==> config.mk <==
export PLATFORM = sky130hd
export DESIGN_NAME = lalp_ram
export DESIGN_NICKNAME = d
export VERILOG_FILES = /design/src/rtl/core/lalp_ram.sv
export SDC_FILE = /design/constraint.sdc
export NUM_CORES = 1
export LEC_CHECK = 0
export BUFFER_PORTS_ARGS = -buffer_cell sky130_fd_sc_hd__buf_2
export CAP_MARGIN = 20
export CORE_MARGIN = 4
export CORE_UTILIZATION = 50
export DETAILED_ROUTE_END_ITERATION = 6
export PLACE_DENSITY = 0.7
export SLEW_MARGIN = 10
export SYNTH_ARGS = -nofsm -noshare
export SYNTH_HDL_FRONTEND = slang
export SYNTH_SLANG_ARGS = --single-unit
export TNS_END_PERCENT = 50
==> constraint.sdc <==
create_clock -name i_clk -period 3.3 [get_ports i_clk]
set_clock_uncertainty 0.1 [all_clocks]
set_input_delay 0.66 -clock i_clk [delete_from_list [all_inputs] [get_ports i_clk]]
set_output_delay 0.66 -clock i_clk [all_outputs]
set_load 0.01 [all_outputs]
==> src/rtl/core/lalp_ram.sv <==
// Generic single-port-write, single-port-read RAM with registered read.
// Depends on nothing.
module lalp_ram #(
    parameter int WIDTH = 8,
    parameter int DEPTH = 64
) (
    input  logic                     i_clk,
    input  logic                     i_we,
    input  logic [$clog2(DEPTH)-1:0] i_waddr,
    input  logic [WIDTH-1:0]         i_wdata,
    input  logic [$clog2(DEPTH)-1:0] i_raddr,
    output logic [WIDTH-1:0]         o_rdata
);
    logic [WIDTH-1:0] r_mem [DEPTH];

    // Write, then register the read
    always_ff @(posedge i_clk) begin
        if (i_we) r_mem[i_waddr] <= i_wdata;
        o_rdata <= r_mem[i_raddr];
    end
endmodule

# Yosys cells after proc, flatten, opt, wreduce, memory -nomap -nowiden
# Memory sizes are Yosys's and may differ from the RTL's. A register that Yosys moved wholly into a read port is not among the register bits.
# Cells that the tools add are included.
[totals]
latchBits = 0
out_inout_bits = 8
mem_bits_ro = 0
ff_bits = 0
mem_count = 1
input_bits = 22
word_cells = 3
ramBits = 512
[mem_list]
columns = ["memory", "depth", "word_bits", "rd", "rd_clocked_by_memory_dff", "write_ports", "line_no", "text"]
rows = [
  ["r_mem", 64, 8, 1, 1, 1, "14", "logic [WIDTH-1:0] r_mem [DEPTH];"],
]
[op_classes]
n_shift = 0
mul = 0
n_div = 0
n_bitwise = 0
reduce_logical = 0
n_addsub = 0
n_mux = 2
magnitude_cmp = 0
n_eq_ne = 0
[ops]
columns = ["operator", "count"]
rows = [
  ["1-bit 2-to-1 mux", 2],
]

# Depth between registers and ports, before layout
[logic_depth]
ltp_word = 2
mapped_depth = 9

# Least setup slack after synthesis
# Ideal clock, no wire load.
[synth_timing]
path_type = "input-to-reg"
from = "in i_raddr[1]"
to = "reg o_rdata[3], read port of r_mem"
setup_ns = 0.128
slack_ns = 0.872
arrival_ns = 2.200
stages = 7
cell_sequence = "buf_4 -> buf_2 -> buf_2 -> mux4_2 -> mux4_2 -> o21ai_1 -> o41ai_1"
[synth_lines]
columns = ["element", "line_no", "text"]
rows = [
  ["start: declaration", "11", "input logic [$clog2(DEPTH)-1:0] i_raddr,"],
  ["end: declaration", "12", "output logic [WIDTH-1:0] o_rdata"],
]

==> metrics.txt <==
multi-input logic area=roughly 4300 sq um; DR vias/cell=6.083; Hold Path Class=in -> reg; Synth Cell Area=approximately 20000 sq um; initial antenna violation count=5; Worst path top cell family by delay=multiplexers; detailed-placement wirelength estimate=approximately 28000 um; Post-synth ARST share=0%; leading cell type in the layout, fill and taps excluded=edfxtp_1; Post-synth EDFFs=512; Site Rows=73; die extent in y=~210 um; H-tree Lvls=2; Fin. Hold Viols=0; Worst setup SP type=primary input; Ys Warns=0; Peak VDD IR=395.2 uV; wire length after detailed routing=between 40000 and 50000 um; RSZ-0062 raised after global routing=no; global-route wire length before repair=66730 um; Period Utilization, post-route=76.93%; Worst-Skew Late Latency=0.57 ns; relative slew slack=51.11%; minimum clock period=2.539 ns; crit path max fanout=35; cell at the slowest stage of the critical path=mux4_2; Lkg Pwr=7.456 nW; Placer Congestion=roughly 0.86; Yosys top cell by area=edfxtp_1; max-cap viol count=0; proportion of layout cells with a drive suffix above 1=31.64%; Seq/Total Area, Yosys=77.03%; Hold Buf Count CTS=0; switching part of the total power=20.52%; CTS tree=built; register clock-pin slew on the reported worst setup and hold paths=0.06 ns; Buf+Inv Stages, Crit Path=2; cells along the critical path=clkbuf_8 -> buf_12 -> mux4_2 -> mux4_2 -> nor2_1 -> nor3_1 -> o2bb2ai_1; Max stage delay on crit path=0.53 ns; Switching Power=approximately 0.0028 W; # port buffers=29; clock buffer depth=3; pwr/cell area=590.2 nW/um^2; Hold Slack=0.4806 ns; Worst Setup End Kind=register; required time worst endpoint=3.66 ns; Internal Pwr Total=0.01087 W; # Post-CTS Setup Buffers=0; reg2reg path depth=5; first-pass iteration count of the detailed router=5; most frequent cells in the layout=edfxtp_1, mux4_2, buf_4, nor2_1, clkbuf_16; sequential power share=53.6%; register area=15530 sq um; clock share of power=41.3%; CTS resizes=0; Most used DFF post-synth=edfxtp_1; Area Growth Syn to Fin=14.91%; synth unique cells=40; grt ovf=0; setup TNS=0 ns; Post-Syn Instances=940; nets=1100; fmax=around 390 MHz; vias in the first global route=10.04k; top cells by area, synth=edfxtp_1, mux4_2, nor2_1, mux2i_1, dfxtp_1; via count=10.01k; # IOs=30; r2r setup slk=1.11 ns; Final setup violation count=0; status=finished, final reports clean; die area=roughly 44000 sq um; max-slew violation count=0; Synth Area per Inst=21.45 sq um; Total Routing Usage GR=20.60%; synthesis-stage register bit count=520; Slew @ Worst Pin=0.7334 ns; RR Endpoint=o_rdata[4]$_DFF_P_; reg2reg start=r_mem[21][4]$_DFFE_PP_; # DRC=0; area share of the largest cell type after synthesis=76.24%; Routed Antenna Nets=0; Arr. time, crit path=around 2.9 ns; CTS root buf=clkbuf_16; Die Wd=208.8 um; Fillers=2874; syn nets=962; hold-critical path endpoint=o_rdata[2]$_DFF_P_; Most Frequent Cell on Critical Path=mux4_2; largest net degree at the start of global routing=65; CTS sink cnt=520; critical setup path kind=in -> reg; drt wl/cell=27.32 um; worst hold start=i_raddr[5]; Starting DRT DRC Count=roughly 1.2k; core area=39820 sq um; CTS buffer count=50; Hold Crit Depth=3; Comb power frac=5.1%; Initial Util=50.64%
layout make-up:
cell class	instances	area share [%]
Sequential cell	520	67.04
Multi-Input combinational cell	369	18.62
Clock buffer	65	5.820
Timing Repair Buffer	137	4.454
Tap cell	525	2.835
Clock inverter	28	1.220
Antenna cell	1	0.01080
worst reg2reg max path, delay by kind of cell (launching register included):
family           cells  cell delay (ns)
multiplexers         2             0.75
AND/OR/NAND/NOR      1             0.41
AO/OA/AOI/OAI        2             0.43
flip-flops           1             0.37
registers in the layout, summed over array words and instances, names as in the netlist:
| name | count |
|---|---|
| o_rdata | 8 |
| r_mem | 512 |
metrics by stage:
| step | util, % | total power [W] | setup slack, ns | instances | instance area, sq um |
|---|---|---|---|---|---|
| floorplan | - | 0.007857 | 0.8723 | 940 | 20170 |
| global route | 58.18 | 0.01411 | 0.6888 | 1644 | 23170 |
| global placement | 54.09 | 0.008155 | 0.2191 | 1551 | 21540 |
| detailed placement | 54.09 | 0.008170 | 0.1922 | 1551 | 21540 |
| CTS | 58.18 | 0.01378 | 0.8017 | 1644 | 23170 |
| finish | 58.19 | 0.01368 | 0.7613 | 1645 | 23170 |
metal layers:
metal	vias up	GRT usage, %	wire length, um
li1	4216	-	-
met1	5201	30.76	18400
met2	511	32.06	21410
met3	71	4.174	4127
met4	8	4.928	944
met5	-	0	57
power groups by stage:
stage / Clock [W] / Sequential, W / Combinational, W
2_1_floorplan: 0 / 0.00747 / 0.000390
3_3_place_gp: 0 / 0.00746 / 0.000691
5_1_grt: 0.00604 / 0.00732 / 0.000748
4_1_cts: 0.00574 / 0.00733 / 0.000706
6_report: 0.00565 / 0.00733 / 0.000701
3_5_place_dp: 0 / 0.00747 / 0.000703
how the worst max path moves through the flow:
stage          startpoint                  to  cells after the start
2_1_floorplan  i_raddr[1]  o_rdata[3]$_DFF_P_                      7
3_3_place_gp   i_raddr[0]  o_rdata[7]$_DFF_P_                      6
3_5_place_dp   i_raddr[0]  o_rdata[1]$_DFF_P_                      7
4_1_cts        i_raddr[0]  o_rdata[1]$_DFF_P_                      7
5_1_grt        i_raddr[0]  o_rdata[1]$_DFF_P_                      7
6_report       i_raddr[0]  o_rdata[1]$_DFF_P_                      7
kinds of logic (layout without fill, tap and decap cells):
kind of cell	count (synthesis)	after routing	synth area share (%)
flops	520	520	77.03
mux	162	162	15.94
simple gates	153	153	3.387
compound gates	54	54	2.072
buf+inv	51	230	1.570
other cells	0	1	0
cells in the mapped netlist (all sizes together), types with 8 or more instances:
library cell and instances:
buf 34, clkbuf 17, dfxtp 8, edfxtp 512
mux2 13, mux2i 23, mux4 126, nand2 19
nand3 13, nor2 83, nor2b 14, o221ai 8
o22ai 8
Power figures use the tool's default switching activity.
